**src/design/wpd_pkg.sv**
```systemverilog
// Shared constants, codes and widths for the weighted patch distance block.
package wpd_pkg;

    localparam int COORD_W   = 8;
    localparam int COLOR_W   = 8;
    localparam int CFG_W     = 9;
    localparam int RAD_W     = 3;
    localparam int CFG_IDX_W = 2;
    localparam int PIX_W     = 25;
    localparam int HOLE_BIT  = 24;
    localparam int SQ_W      = 18;
    localparam int DIST_W    = 18;
    localparam int SC_W      = 10;
    localparam int OFF_W     = RAD_W + 1;

    localparam int MAX_SQ       = 3 * 255 * 255;
    localparam int KNOWN_WEIGHT = 4;
    localparam int HOLE_WEIGHT  = 1;
    localparam int RAD_LIMIT    = (1 << RAD_W) - 1;

    localparam int DEF_MAX_WIDTH  = 256;
    localparam int DEF_MAX_HEIGHT = 256;
    localparam int DEF_MAX_RADIUS = 7;

    localparam logic [CFG_W-1:0] FRAME_WIDTH_RST  = 9'd256;
    localparam logic [CFG_W-1:0] FRAME_HEIGHT_RST = 9'd256;
    localparam logic [RAD_W-1:0] PATCH_RADIUS_RST = 3'd3;

    localparam logic [CFG_IDX_W-1:0] CFG_FRAME_WIDTH  = 2'd0;
    localparam logic [CFG_IDX_W-1:0] CFG_FRAME_HEIGHT = 2'd1;
    localparam logic [CFG_IDX_W-1:0] CFG_PATCH_RADIUS = 2'd2;

    localparam logic OP_WRITE = 1'b0;
    localparam logic OP_DIST  = 1'b1;

endpackage

```
**src/design/wpd_walk.sv**
```systemverilog
// Patch walker: address sequencer, squared difference stage and weighted accumulators.
module wpd_walk #(
    parameter int MAX_WIDTH  = wpd_pkg::DEF_MAX_WIDTH,
    parameter int MAX_RADIUS = wpd_pkg::DEF_MAX_RADIUS,
    parameter int ADDR_W     = 16,
    parameter int TOT_W      = 28,
    parameter int WSUM_W     = 10
) (
    input  logic                        clk,
    input  logic                        rst_n,
    input  logic                        req,
    input  logic [wpd_pkg::COORD_W-1:0] tc,
    input  logic [wpd_pkg::COORD_W-1:0] tr,
    input  logic [wpd_pkg::COORD_W-1:0] sc,
    input  logic [wpd_pkg::COORD_W-1:0] sr,
    input  logic [wpd_pkg::CFG_W-1:0]   w,
    input  logic [wpd_pkg::CFG_W-1:0]   h,
    input  logic [wpd_pkg::RAD_W-1:0]   radius,
    output logic                        busy,
    output logic                        rd_en,
    output logic [ADDR_W-1:0]           addr_a,
    output logic [ADDR_W-1:0]           addr_b,
    input  logic [wpd_pkg::PIX_W-1:0]   rdata_a,
    input  logic [wpd_pkg::PIX_W-1:0]   rdata_b,
    input  logic                        div_busy,
    output logic                        div_start,
    output logic [TOT_W-1:0]            total,
    output logic [WSUM_W-1:0]           weight
);
    import wpd_pkg::*;

    typedef enum logic [1:0] {ST_IDLE, ST_RUN, ST_DRAIN} state_t;

    localparam logic [ADDR_W-1:0]      ROW_PITCH = ADDR_W'(MAX_WIDTH);
    localparam logic signed [SC_W-1:0] ONE_S     = SC_W'(1);

    state_t                  state_reg, state_next;
    logic signed [OFF_W-1:0] dx_reg, dx_next, dy_reg, dy_next;
    logic [RAD_W-1:0]        r_reg, r_eff;
    logic [COORD_W-1:0]      tc_reg, tr_reg, sc_reg, sr_reg;
    logic                    v1_reg, v2_reg, ok1_reg, hole2_reg;
    logic [SQ_W-1:0]         sq2_reg, sq_val;
    logic [TOT_W-1:0]        total_reg;
    logic [WSUM_W-1:0]       weight_reg;

    logic signed [OFF_W-1:0] r_pos, r_neg_eff;
    logic                    last_col, last_pos, drained, src_ok;
    logic signed [SC_W-1:0]  tx_s, ty_s, sx_s, sy_s, w_s, h_s;
    logic [CFG_W-1:0]        tx, ty;

    function automatic logic signed [SC_W-1:0] ext_off(input logic signed [OFF_W-1:0] d);
        return {{(SC_W-OFF_W){d[OFF_W-1]}}, d};
    endfunction

    function automatic logic signed [SC_W-1:0] ext_coord(input logic [COORD_W-1:0] c);
        return {{(SC_W-COORD_W){1'b0}}, c};
    endfunction

    function automatic logic [CFG_W-1:0] clamp(input logic signed [SC_W-1:0] v,
                                               input logic signed [SC_W-1:0] hi);
        logic [CFG_W-1:0] res;
        if (v < 0)
            res = '0;
        else if (v > hi)
            res = hi[CFG_W-1:0];
        else
            res = v[CFG_W-1:0];
        return res;
    endfunction

    function automatic logic [SQ_W-1:0] sq_rgb(input logic [PIX_W-1:0] a,
                                               input logic [PIX_W-1:0] b);
        logic [COLOR_W-1:0]   x, y, d;
        logic [2*COLOR_W-1:0] p;
        logic [SQ_W-1:0]      s;
        s = '0;
        for (int c = 0; c < 3; c++)
        begin
            x = a[c*COLOR_W +: COLOR_W];
            y = b[c*COLOR_W +: COLOR_W];
            d = (x > y) ? x - y : y - x;
            p = d * d;
            s = s + SQ_W'(p);
        end
        return s;
    endfunction

    always_comb
    begin
        r_eff = radius;
        if (int'(radius) > MAX_RADIUS)
        begin
            r_eff = RAD_W'(MAX_RADIUS);
        end
    end

    assign r_pos     = $signed({1'b0, r_reg});
    assign r_neg_eff = -$signed({1'b0, r_eff});
    assign last_col  = (dx_reg == r_pos);
    assign last_pos  = last_col && (dy_reg == r_pos);
    assign drained   = !v1_reg && !v2_reg;

    always_comb
    begin
        state_next = state_reg;
        dx_next    = dx_reg;
        dy_next    = dy_reg;
        case (state_reg)
            ST_IDLE:
            begin
                if (req)
                begin
                    state_next = ST_RUN;
                    dx_next    = r_neg_eff;
                    dy_next    = r_neg_eff;
                end
            end
            ST_RUN:
            begin
                if (last_pos)
                begin
                    state_next = ST_DRAIN;
                end
                else if (last_col)
                begin
                    dx_next = -r_pos;
                    dy_next = dy_reg + OFF_W'(1);
                end
                else
                begin
                    dx_next = dx_reg + OFF_W'(1);
                end
            end
            ST_DRAIN:
            begin
                if (drained && !div_busy)
                begin
                    state_next = ST_IDLE;
                end
            end
            default:
            begin
                state_next = ST_IDLE;
            end
        endcase
    end

    // target clamps to the frame, source outside the frame reads black
    always_comb
    begin
        w_s    = $signed({{(SC_W-CFG_W){1'b0}}, w});
        h_s    = $signed({{(SC_W-CFG_W){1'b0}}, h});
        tx_s   = ext_coord(tc_reg) + ext_off(dx_reg);
        ty_s   = ext_coord(tr_reg) + ext_off(dy_reg);
        sx_s   = ext_coord(sc_reg) + ext_off(dx_reg);
        sy_s   = ext_coord(sr_reg) + ext_off(dy_reg);
        tx     = clamp(tx_s, w_s - ONE_S);
        ty     = clamp(ty_s, h_s - ONE_S);
        src_ok = !sx_s[SC_W-1] && (sx_s < w_s) && !sy_s[SC_W-1] && (sy_s < h_s);
    end

    assign rd_en  = (state_reg == ST_RUN);
    assign addr_a = ADDR_W'(ty) * ROW_PITCH + ADDR_W'(tx);
    assign addr_b = ADDR_W'(sy_s[CFG_W-1:0]) * ROW_PITCH + ADDR_W'(sx_s[CFG_W-1:0]);

    assign sq_val = sq_rgb(rdata_a, ok1_reg ? rdata_b : '0);

    always_ff @(posedge clk or negedge rst_n)
    begin
        if (!rst_n)
        begin
            state_reg <= ST_IDLE;
            dx_reg    <= '0;
            dy_reg    <= '0;
            v1_reg    <= 1'b0;
            v2_reg    <= 1'b0;
        end
        else
        begin
            state_reg <= state_next;
            dx_reg    <= dx_next;
            dy_reg    <= dy_next;
            v1_reg    <= rd_en;
            v2_reg    <= v1_reg;
        end
    end

    always_ff @(posedge clk)
    begin
        ok1_reg   <= src_ok;
        sq2_reg   <= sq_val;
        hole2_reg <= rdata_a[HOLE_BIT];
        if (state_reg == ST_IDLE && req)
        begin
            tc_reg     <= tc;
            tr_reg     <= tr;
            sc_reg     <= sc;
            sr_reg     <= sr;
            r_reg      <= r_eff;
            total_reg  <= '0;
            weight_reg <= '0;
        end
        else if (v2_reg)
        begin
            if (hole2_reg)
            begin
                total_reg  <= total_reg + TOT_W'(sq2_reg) * TOT_W'(HOLE_WEIGHT);
                weight_reg <= weight_reg + WSUM_W'(HOLE_WEIGHT);
            end
            else
            begin
                total_reg  <= total_reg + TOT_W'(sq2_reg) * TOT_W'(KNOWN_WEIGHT);
                weight_reg <= weight_reg + WSUM_W'(KNOWN_WEIGHT);
            end
        end
    end

    assign busy      = (state_reg != ST_IDLE);
    assign div_start = (state_reg == ST_DRAIN) && drained && !div_busy;
    assign total     = total_reg;
    assign weight    = weight_reg;

endmodule

```
**config.mk**
```make
export PLATFORM = sky130hd
export DESIGN_NAME = wpd_walk
export DESIGN_NICKNAME = d
export VERILOG_FILES = /design/src/design/wpd_pkg.sv /design/src/design/wpd_walk.sv
export SDC_FILE = /design/constraint.sdc
export NUM_CORES = 1
export LEC_CHECK = 0
export BUFFER_PORTS_ARGS = -buffer_cell sky130_fd_sc_hd__buf_4
export CORE_MARGIN = 3
export CORE_UTILIZATION = 47
export DETAILED_ROUTE_END_ITERATION = 10
export GPL_ROUTABILITY_DRIVEN = 0
export PLACE_DENSITY_LB_ADDON = 0.3
export SETUP_SLACK_MARGIN = 0.02
export SLEW_MARGIN = 20
export SYNTH_ARGS = -nofsm -noshare
export SYNTH_HDL_FRONTEND = slang
export SYNTH_SLANG_ARGS = --single-unit
export TNS_END_PERCENT = 20
```
**constraint.sdc**
```tcl
create_clock -name clk -period 10.94 [get_ports clk]
set_input_delay 0.547 -clock clk [delete_from_list [all_inputs] [get_ports clk]]
set_output_delay 0.547 -clock clk [all_outputs]
set_load 0.05 [all_outputs]
```
==> metrics.txt <==
status=finished, final reports clean; Num CTS Buffers=9; postcts setup bufs=0; # DRC=0; number of global-route vias before repair=between 10000 and 15000; Via density=between 5 and 6; area delta synth->final=13.50%; Longest Clk Path Bufs=2; HP Class=in -> reg; initial antenna violation count=0; asr flop ratio synth=11.43%; Root Driver=clkbuf_16; max-capacitance violation count=0; Max-slew headroom=just over 20%; worst path required time=between 10000 and 15000 ps; yosys warns=0; Post-synth EDFFs=35; placed cell count=2494; global-route wire length before repair=around 64000 um; post-synthesis cell count=~1900; Crit Path Max Fanout=24; Avg WL per Cell=15.07 um; flops & latches, synth=approximately 110; Synth Cell Area=16230 um^2; # rows=67; DRT iter0 DRCs=around 600; largest net degree at the start of global routing=63; min Tclk post-route=9611 ps; xor/xnor share of the synthesized area=under 10%; Setup crit end=sq2_reg[17]$_DFF_P_; Syn Nets=2388; overall routed net length=around 38000 um; RSZ-0062 raised after global routing=no; Worst Tran Pin Value=between 1000 and 1500 ps; core footprint=33780 um^2; most frequent cells in the layout=333 x inv_1, 246 x ha_1, 191 x buf_4, 145 x fa_1, 143 x nor2_1; post-DP HPWL=around 32000 um; Starting Density=48.05%; Critical Path End Type=flop; CP max stage delay=between 800 and 900 ps; layout cells sized above 1=about an eighth; # IOs=between 150 and 200; Synth Area in Compound Gates=between 10% and 20%; maximum clock rate=104.1 MHz; antenna viol nets, final=0; multiplexer share of the synthesized area=2.042%; Final #Nets=between 2000 and 3000; CTS tree=yes; kind of critical path=reg -> reg; largest family of logic cells by synthesized area=adder cells; r2r setup slk=approximately 1300 ps; Crit. Startpoint=ok1_reg$_DFF_P_; final setup vio count=0; Most common cell on crit path=fa_1; via count=13530; clock skew=approximately 14 ps; Die Wd=~190 um; R2R depth=29; WP data arrival=approximately 9900 ps; I/O Buffers=~180; drt pass-1 iters=5; adder-cell share of the synthesized area=36.84%; CTS Sinks=around 110; Clock Latency Late Sink=370 ps; Period Utilization, post-route=87.85%; commonest non-fill, non-tap cell in the layout=inv_1; Reg clk slew, reported paths=approximately 80 ps; reg2reg end=sq2_reg[17]$_DFF_P_; max reg flops=28; Total Die Area=around 37000 um^2; Critical Path Start Type=flop; CP max stage cell=dfxtp_1; Synth Area in Simple Gates=13.95%; Crit path max-delay family=adder cells; r2r startpoint=ok1_reg$_DFF_P_; GRT Util Overall=between 20% and 30%; Die Ht=191.9 um; number of cells on the critical path=29; Final Hold Viols=0; fin. max-slew vios=0; Seq/Total Area, Yosys=approximately 15%; Final TNS setup=0 ps; CTS H-Tree Depth=3; average size of a mapped cell=8.590 um^2; synth unique cells=about 80; post-route insts no fill=2511; Most used DFF post-synth=dfxtp_1; WP buf/inv=5; diodes inserted=0; gr ovfl total=0
==> area by class of cell <==
| class | instances | area [um^2] |
|---|---|---|
| fillers | 3062 | 15360 |
| multi-input cells | 1413 | 12310 |
| flip-flops and latches | 105 | 2512 |
| repair buffers | 192 | 1444 |
| inverters | 337 | 1265 |
| well taps | 448 | 560.5 |
| clock buffers | 10 | 250.2 |
| clock inverters | 6 | 80.08 |
==> cell families (layout without fill, tap and decap cells) <==
family,Yosys count,in the layout
simple gates,467,467
compound gates,399,399
fa+ha+maj,391,391
buf+inv,372,545
xor+xnor,124,124
flops,105,105
mux,32,32
==> per-stage QoR <==
| step | utilization [%] | instance area (um^2) | setup slack, ps | hold slack, ps |
|---|---|---|---|---|
| after floorplan | - | 16230 | 2328 | 251.4 |
| after global placement | 53.54 | 18090 | 1418 | 383.2 |
| after detailed placement | 53.54 | 18090 | 1260 | 396.1 |
| after CTS | 54.54 | 18430 | 1239 | 268.4 |
| after global routing | 54.54 | 18430 | 586.9 | 268.6 |
| final | 54.54 | 18430 | 1329 | 288.1 |
==> per-layer routing <==
layer	track usage [%]	share of wire [%]	routed length, um
met1	25.54	43	16250
met2	38.81	51	19440
met3	1.789	3.0	1128
met4	6.971	2.7	1030
met5	0	0	0
==> how the worst min path moves through the flow <==
stage,from,endpoint,slack [ps],depth (start not counted)
after floorplan,rst_n,dx_reg[0]$_DFFE_PN0P_,250,0
after global placement,v1_reg$_DFF_PN0_,v2_reg$_DFF_PN0_,380,0
after detailed placement,rst_n,dx_reg[3]$_DFFE_PN0P_,400,1
after CTS,rdata_a[24],hole2_reg$_DFF_P_,270,1
after global routing,rdata_a[24],hole2_reg$_DFF_P_,270,1
final,rdata_a[24],hole2_reg$_DFF_P_,290,1
==> synthesized netlist by cell type (10+ instances only) <==
master,instances,area [um^2]
inv_1,333,1250
nand4_1,18,112.6
nor3_1,54,270.3
a21oi_1,109,545.5
nor2b_1,14,87.58
o211ai_1,10,75.07
o21bai_1,20,150.1
xor2_1,44,385.4
mux2i_1,23,230.2
nand3_1,34,170.2
o21a_1,18,135.1
dfrtp_1,12,300.3
nand2_1,96,360.4
nor2_1,143,536.8
a21o_1,52,390.4
a211oi_1,35,262.8
ha_1,246,3078
nand2b_1,25,156.4
xnor2_1,80,700.7
and3_1,18,112.6
fa_1,145,2903
or2_2,15,93.84
or3_1,15,93.84
clkbuf_1,28,105.1
dfxtp_1,58,1161
o21ai_0,64,320.3
edfxtp_1,35,1051
==> timing repair <==
item / in CTS / in global routing
hold buffers: 1 / 0
hold endpoints to repair: 2 / 0
resized for setup: 0 / 0
Power is left out: the tool's default activity adds up to more than one toggle a clock period on the data nets, which glitch-free logic cannot reach.
