## src/design/wpd_pkg.sv

```systemverilog
// Shared constants, codes and widths for the weighted patch distance block.
package wpd_pkg;

    localparam int COORD_W   = 8;
    localparam int COLOR_W   = 8;
    localparam int CFG_W     = 9;
    localparam int RAD_W     = 3;
    localparam int CFG_IDX_W = 2;
    localparam int PIX_W     = 25;
    localparam int HOLE_BIT  = 24;
    localparam int SQ_W      = 18;
    localparam int DIST_W    = 18;
    localparam int SC_W      = 10;
    localparam int OFF_W     = RAD_W + 1;

    localparam int MAX_SQ       = 3 * 255 * 255;
    localparam int KNOWN_WEIGHT = 4;
    localparam int HOLE_WEIGHT  = 1;
    localparam int RAD_LIMIT    = (1 << RAD_W) - 1;

    localparam int DEF_MAX_WIDTH  = 256;
    localparam int DEF_MAX_HEIGHT = 256;
    localparam int DEF_MAX_RADIUS = 7;

    localparam logic [CFG_W-1:0] FRAME_WIDTH_RST  = 9'd256;
    localparam logic [CFG_W-1:0] FRAME_HEIGHT_RST = 9'd256;
    localparam logic [RAD_W-1:0] PATCH_RADIUS_RST = 3'd3;

    localparam logic [CFG_IDX_W-1:0] CFG_FRAME_WIDTH  = 2'd0;
    localparam logic [CFG_IDX_W-1:0] CFG_FRAME_HEIGHT = 2'd1;
    localparam logic [CFG_IDX_W-1:0] CFG_PATCH_RADIUS = 2'd2;

    localparam logic OP_WRITE = 1'b0;
    localparam logic OP_DIST  = 1'b1;

endpackage

```

## src/design/wpd_div.sv

```systemverilog
// Restoring divider, one quotient bit per cycle.
module wpd_div #(
    parameter int TOT_W  = 28,
    parameter int WSUM_W = 10
) (
    input  logic                       clk,
    input  logic                       rst_n,
    input  logic                       start,
    input  logic [TOT_W-1:0]           dividend,
    input  logic [WSUM_W-1:0]          divisor,
    output logic                       busy,
    output logic                       done,
    output logic [wpd_pkg::DIST_W-1:0] quotient
);
    import wpd_pkg::*;

    localparam int CNT_W = $clog2(TOT_W + 1);

    logic                busy_reg, done_reg;
    logic [CNT_W-1:0]    cnt_reg;
    logic [TOT_W-1:0]    q_reg, q_next;
    logic [WSUM_W-1:0]   rem_reg, rem_next, divisor_reg;
    logic [DIST_W-1:0]   quotient_reg;
    logic [WSUM_W:0]     trial, diff;
    logic                fits;

    always_comb
    begin
        trial    = {rem_reg, q_reg[TOT_W-1]};
        diff     = trial - {1'b0, divisor_reg};
        fits     = (trial >= {1'b0, divisor_reg});
        rem_next = fits ? diff[WSUM_W-1:0] : trial[WSUM_W-1:0];
        q_next   = {q_reg[TOT_W-2:0], fits};
    end

    always_ff @(posedge clk or negedge rst_n)
    begin
        if (!rst_n)
        begin
            busy_reg <= 1'b0;
            done_reg <= 1'b0;
            cnt_reg  <= '0;
        end
        else
        begin
            done_reg <= 1'b0;
            if (start && !busy_reg)
            begin
                busy_reg <= 1'b1;
                cnt_reg  <= CNT_W'(TOT_W);
            end
            else if (busy_reg)
            begin
                cnt_reg <= cnt_reg - CNT_W'(1);
                if (cnt_reg == CNT_W'(1))
                begin
                    busy_reg <= 1'b0;
                    done_reg <= 1'b1;
                end
            end
        end
    end

    always_ff @(posedge clk)
    begin
        if (start && !busy_reg)
        begin
            q_reg       <= dividend;
            rem_reg     <= '0;
            divisor_reg <= divisor;
        end
        else if (busy_reg)
        begin
            q_reg   <= q_next;
            rem_reg <= rem_next;
            if (cnt_reg == CNT_W'(1))
            begin
                quotient_reg <= q_next[DIST_W-1:0];
            end
        end
    end

    assign busy     = busy_reg;
    assign done     = done_reg;
    assign quotient = quotient_reg;

endmodule

```

## config.mk

```make
export PLATFORM = sky130hd
export DESIGN_NAME = wpd_div
export DESIGN_NICKNAME = d
export VERILOG_FILES = /design/src/design/wpd_pkg.sv /design/src/design/wpd_div.sv
export SDC_FILE = /design/constraint.sdc
export NUM_CORES = 1
export LEC_CHECK = 0
export ABC_AREA = 1
export ABC_CLOCK_PERIOD_IN_PS = 3400
export BUFFER_PORTS_ARGS = -buffer_cell sky130_fd_sc_hd__buf_2
export CORE_AREA = 4 4 89 91
export DETAILED_ROUTE_END_ITERATION = 6
export DIE_AREA = 0 0 93 95
export HOLD_SLACK_MARGIN = 0.06
export PLACE_DENSITY = 0.74
export SLEW_MARGIN = 10
export SYNTH_ARGS = -nofsm -noshare
export SYNTH_HDL_FRONTEND = slang
export SYNTH_SLANG_ARGS = --single-unit
```

## constraint.sdc

```tcl
create_clock -name clk -period 3.4 [get_ports clk]
set_input_delay 0.17 -clock clk [delete_from_list [all_inputs] [get_ports clk]]
set_output_delay 0.17 -clock clk [all_outputs]
set_load 0.01 [all_outputs]
```

==> flow_metrics.tcl, run 1 <==
set metrics [dict create \
    rsz0062_at_grt "no" \
    drc_errors 0 \
    seq_power_share_pct 43.5 \
    grt_max_degree 41 \
    critical_path_class "flip-flop to flip-flop" \
    post-place-ws_ns 1.135 \
    synth-edff-count 56 \
    ctsResizeCount 0 \
    hold_slack_ns 0.07441 \
    ys.flop_type "edfxtp_1" \
    synth_nets 420 \
    start_util_pct 48.54 \
    ys_async_sr_fraction_pct 9.589 \
    synth_largest_area_cell "edfxtp_1" \
    antenna_found_initial 0 \
    die_area_sq_um 8835 \
    wl_per_cell_um 12.51 \
    p_leak_nw 2.008 \
    min_period_over_period_pct 66.84 \
    synth_cell_types 30 \
    portBuffers 60 \
    clk_path_buf_depth 2 \
    syn_area_sq_um 3465 \
    p_sw_mw 1.431 \
    ios 61 \
    clkTransAtPathRegs_ns 0.09 \
    ys_seq_area_share_pct 59.37 \
    synthTopCellsByCount "151 x nand2_1, 56 x edfxtp_1, 45 x inv_1" \
    via_per_inst 4.686 \
    holdPathStages 3 \
    start_kind "flip-flop" \
    clk_latency_ns 0.35 \
    cts_made_buffers 9 \
    dr.pass1.iters 4 \
    first_global_vias 2452 \
    reg2reg_slack_ns 1.13 \
    grt_overflow 0 \
    largest_register_ff_count 28 \
    final-setup-viol-count 0 \
    clock.fmax_ghz 0.4400 \
    r2r-end "q_reg[8]" \
    area_delta_synth_final_pct 20.66 \
    cts_hold_buf 13 \
    syn_avg_cell_area_sq_um 9.466 \
    vdd_drop_max_mv 0.4792 \
    synthTopCellsByArea "edfxtp_1 49%, nand2_1 16%, dfxtp_1 5.8%" \
    yosys_register_bits 73 \
    combPwrFrac_pct 38.6 \
    maxSlewHeadroom_pct 19.81 \
    final_core_util_pct 58.57 \
    place_congestion 0.8804 \
    required_ns 3.36 \
    post_cts_buffers 0 \
    drt_iter0_drc 195 \
    ys_warn_count 0 \
    final_antenna_net_count 0 \
    run_status "finished, final reports clean" \
    yosysTopAreaCellShare_pct 48.54 \
    vias 2568 \
    drv_slew 0 \
    syn_inst 366 \
    crit_arrival_ns 2.24 \
    regToRegStartpoint "busy" \
    cts_tree "built" \
    root_buffer "clkbuf_8" \
    timing.final.ws_setup_ns 1.127 \
    antennaDiodeCount 0 \
    period_needed_ns 2.273 \
    powerDensity_nw_per_um2 874.6 \
    whs_endpoint "q_reg[14]" \
    swShare_pct 39.14 \
    internal-power_mw 2.225 \
    min-delay-start "dividend[14]" \
    ff_latch_area_sq_um 2057 \
    clock_skew_ns 0.01183 \
    hp-class "primary input to flip-flop" \
    wirelength_um 6854 \
    drive_gt1_share_pct 20.71 \
    cts.htree.levels 3 \
    multi_input_area_sq_um 1185 \
    core-area_sq_um 7137 \
    pwr-share-clk_pct 17.9 \
    maxCapViolations 0 \
    final-hold-violation-count 0 \
    cts_sinks 73 \
    rows 31 \
    cp-end-kind "flip-flop" \
    crit_path_max_fanout 33 \
    grt.total_usage_pct 16.45 \
    synth.most_common_cell "nand2_1" \
    dpl.hpwl_um 4813 \
    reg2reg_depth 2 \
    worstMarginPinSlew_ns 1.202 \
    grt_pass1_wl_um 11230 \
    nFillCells 630 \
    final_nets 498 \
    die_y_um 95 \
    fin_setup_tns_ns 0 \
    fp.dieW_um 93 \
]
[logic make-up after synthesis]
| logic type | Yosys count | synth area share (%) |
|---|---|---|
| DFF | 73 | 59.37 |
| AOI/OAI and AO/OA | 18 | 2.781 |
| buffers and inverters | 54 | 6.645 |
| adders and majority gates | 13 | 4.911 |
| and+or+nand+nor | 205 | 25.53 |
| xor gates and xnor gates | 3 | 0.7585 |
[how the worst max path moves through the flow]
stage / start / to / slack [ns]
after floorplan: cnt_reg[1] / quotient[0] / 1.0
after global placement: busy / q_reg[12] / 1.23
after detailed placement: busy / q_reg[12] / 1.13
after CTS: busy / q_reg[2] / 1.11
after global routing: busy / q_reg[2] / 0.91
final: busy / q_reg[8] / 1.13
[layout by cell type (no fill, tap or decap), types with 6 or more instances in the layout]
master / count
ha_1: 12
nor2_1: 10
nand2_1: 151
dlygate4sd3_1: 14
dfxtp_1: 10
clkbuf_8: 9
edfxtp_1: 56
nand3_1: 20
dfrtp_1: 7
o21ai_0: 6
buf_2: 60
inv_1: 45
[through the flow]
step           cells  power [mW]  area [sq um]
2_1_floorplan    366       2.664          3465
3_3_place_gp     518       2.953          3850
3_5_place_dp     518       3.001          3850
4_1_cts          547       3.672          4170
5_1_grt          548       3.972          4180
6_report         548       3.656          4180
[power by group through the flow]
stage	sequential (mW)	clock, mW	combinational (mW)
final	1.59	0.653	1.41
after global routing	1.62	0.703	1.65
after CTS	1.59	0.670	1.41
after detailed placement	1.61	0	1.39
after global placement	1.60	0	1.36
after floorplan	1.56	0	1.10
[routing by layer]
| metal | share of wire (%) | GRT usage [%] |
|---|---|---|
| met4 | 1.6 | 6.838 |
| met2 | 49 | 26.27 |
| met5 | 0 | 0 |
| met3 | 5.3 | 4.064 |
| met1 | 44 | 21.49 |
[worst max-delay path: stages, from the launching register on]
cell     delay [ns]
dfrtp_1        0.66
nor2_1         0.28
inv_1          0.93
[layout make-up]
| class | count | area share, % |
|---|---|---|
| Clock buffer | 9 | 2.963 |
| Clock inverter | 7 | 1.586 |
| Inverter | 45 | 4.041 |
| Multi-Input combinational cell | 239 | 28.34 |
| Sequential cell | 73 | 49.21 |
| Tap cell | 99 | 2.963 |
| Timing Repair Buffer | 76 | 10.89 |
Note: power is estimated with default switching activity, not from simulation.
==> run 2: changes to the inputs <==
ABC_CLOCK_PERIOD_IN_PS = 2200   (was 3400)
clock period = 2.2 ns   (was 3.4 ns; I/O delays follow)
==> run 2 against run 1 <==
Clock power up 40%; register-to-register slack worse by 0.80 ns; combinational power is 59% higher; maximum frequency rose by 21%; sequential power is 53% higher; first-iteration DRC count fell by 18%; flip-flop and latch count stayed put; clock skew decreased by 0.0030 ns; total power rose by 53%; global-route usage grew 1.1 points; largest cell class unchanged; via count is 5.5% higher; critical path type unchanged; wire length rose by 5.7%; highest routed layer unchanged.
==> flow_metrics.tcl, run 2 (synthesized netlist as in run 1, its figures left out) <==
set metrics [dict create \
    drive_gt1_share_pct 20.34 \
    p_leak_nw 2.111 \
    crit_arrival_ns 2.10 \
    maxSlewHeadroom_pct 55.35 \
    fp.dieW_um 93 \
    drv_slew 0 \
    max_stage_delay_ns 0.37 \
    root_buffer "clkbuf_8" \
    rows 31 \
    worstPathCellList "inv_1 > ha_1 > nand2_1 > nor2_1 > inv_1 > nor2_2 > nor2_2 > buf_4 > nand2_4 > nand2_1 > nand3_1 > o21ai_1" \
    area_delta_synth_final_pct 27.81 \
    cts_made_buffers 9 \
    rsz0062_at_grt "no" \
    place_congestion 0.8797 \
    cts_tree "built" \
    drc_errors 0 \
    start_kind "flip-flop" \
    vdd_drop_max_mv 0.6794 \
    die_area_sq_um 8835 \
    required_ns 2.43 \
    critical_path_class "flip-flop to flip-flop" \
    fin_setup_tns_ns 0 \
    dpl.hpwl_um 4894 \
    worstMarginPinSlew_ns 0.6672 \
    cts_sinks 73 \
    final-setup-viol-count 0 \
    min_period_over_period_pct 85.15 \
    grt_max_degree 27 \
    clkTransAtPathRegs_ns 0.08 \
    first_global_vias 2690 \
    core-area_sq_um 7137 \
    period_needed_ns 1.873 \
    cp_slowest_cell "ha_1" \
    clk_latency_ns 0.34 \
    final-hold-violation-count 0 \
    ios 61 \
    largest_register_ff_count 28 \
    final_cell_mix "151 x nand2_1, 60 x buf_2, 56 x edfxtp_1" \
    die_y_um 95 \
    grt_overflow 0 \
    mostFrequentLayoutCell "nand2_1" \
    antenna_found_initial 0 \
    antennaDiodeCount 0 \
    run_status "finished, final reports clean" \
    clock_skew_ns 0.008791 \
    dr.pass1.iters 4 \
    cts.htree.levels 3 \
    wirelength_um 7248 \
    maxCapViolations 0 \
    powerDensity_nw_per_um2 1264 \
    clock.fmax_ghz 0.5338 \
    hp-class "primary input to flip-flop" \
    wl_per_cell_um 12.58 \
    final_core_util_pct 62.04 \
    vias 2710 \
    grt.total_usage_pct 17.56 \
    portBuffers 60 \
    final_nets 526 \
    clk_path_buf_depth 2 \
    drt_iter0_drc 159 \
    ctsResizeCount 0 \
    via_per_inst 4.705 \
    grt_pass1_wl_um 12130 \
    start_util_pct 48.54 \
    cp-end-kind "flip-flop" \
    crit_path_max_fanout 13 \
    nFillCells 586 \
    final_antenna_net_count 0 \
]
[run 2: changes by cell type in the layout (fill, tap and decap cells not counted), moves of 2 or more]
cell           change
buf_4              +5
inv_6              -2
dlygate4sd3_1     +23
clkinv_2           +2
inv_8              -2
clkinvlp_4         +2
[run 2: per-layer routing]
layer,wire length (um),global-route usage [%],vias to the layer above
met1,3001,22.58,1222
met5,0,0,-
met2,3791,29.99,85
met3,336,2.629,11
met4,119,6.838,0
li1,-,-,1392
[run 2: stage by stage]
stage / setup slack [ns] / power, mW / cells / instance area [sq um] / hold WS (ns)
2_1_floorplan: 0.3639 / 4.120 / 366 / 3470 / -0.1856
3_3_place_gp: 0.3360 / 4.592 / 523 / 3887 / -0.04590
3_5_place_dp: 0.3222 / 4.661 / 523 / 3887 / -0.04885
4_1_cts: 0.2998 / 5.641 / 576 / 4428 / 0.06602
5_1_grt: 0.1424 / 6.095 / 576 / 4428 / 0.1060
6_report: 0.3267 / 5.597 / 576 / 4428 / 0.07821
[run 2: area by class of cell]
| cell class | count | area, sq um | area share [%] |
|---|---|---|---|
| clock buffers | 10 | 127.6 | 2.882 |
| clock inverters | 6 | 42.54 | 0.9607 |
| inverters | 45 | 168.9 | 3.815 |
| multi-input cells | 239 | 1185 | 26.76 |
| flip-flops and latches | 73 | 2057 | 46.45 |
| well taps | 99 | 123.9 | 2.797 |
| repair buffers | 104 | 723.2 | 16.33 |
[run 2: critical path: cells and delay by family, from the launching register on]
family / cells / cell delay (ns)
compound gates: 1 / 0.07
simple gates: 7 / 0.69
buf+inv: 3 / 0.30
fa+ha+maj: 1 / 0.37
flops: 1 / 0.32
[run 2: timing repair]
item	in CTS	in global routing
endpoints found under the hold margin	43	0
hold buffers	37	0
buffers inserted	0	0
[run 2: worst paths after layout]
kind                                 from            to  slack (ns)  depth (start not counted)
max                        divisor_reg[5]    rem_reg[0]        0.33                         12
min                          dividend[27]     q_reg[27]        0.08                          3
max reg2reg                divisor_reg[5]    rem_reg[0]        0.33                         12
min reg2reg                     q_reg[14]  quotient[15]        0.45                          0
max in group asynchronous           rst_n    cnt_reg[0]        1.92                          2
min in group asynchronous           rst_n          done        0.12                          2
[run 2: power breakdown]
group / internal [mW] / leakage, nW / switching, mW
registers: 2.18 / 0.711 / 0.267
clock network: 0.411 / 0.0827 / 0.502
logic: 0.878 / 1.32 / 1.36
total: 3.46 / 2.11 / 2.13
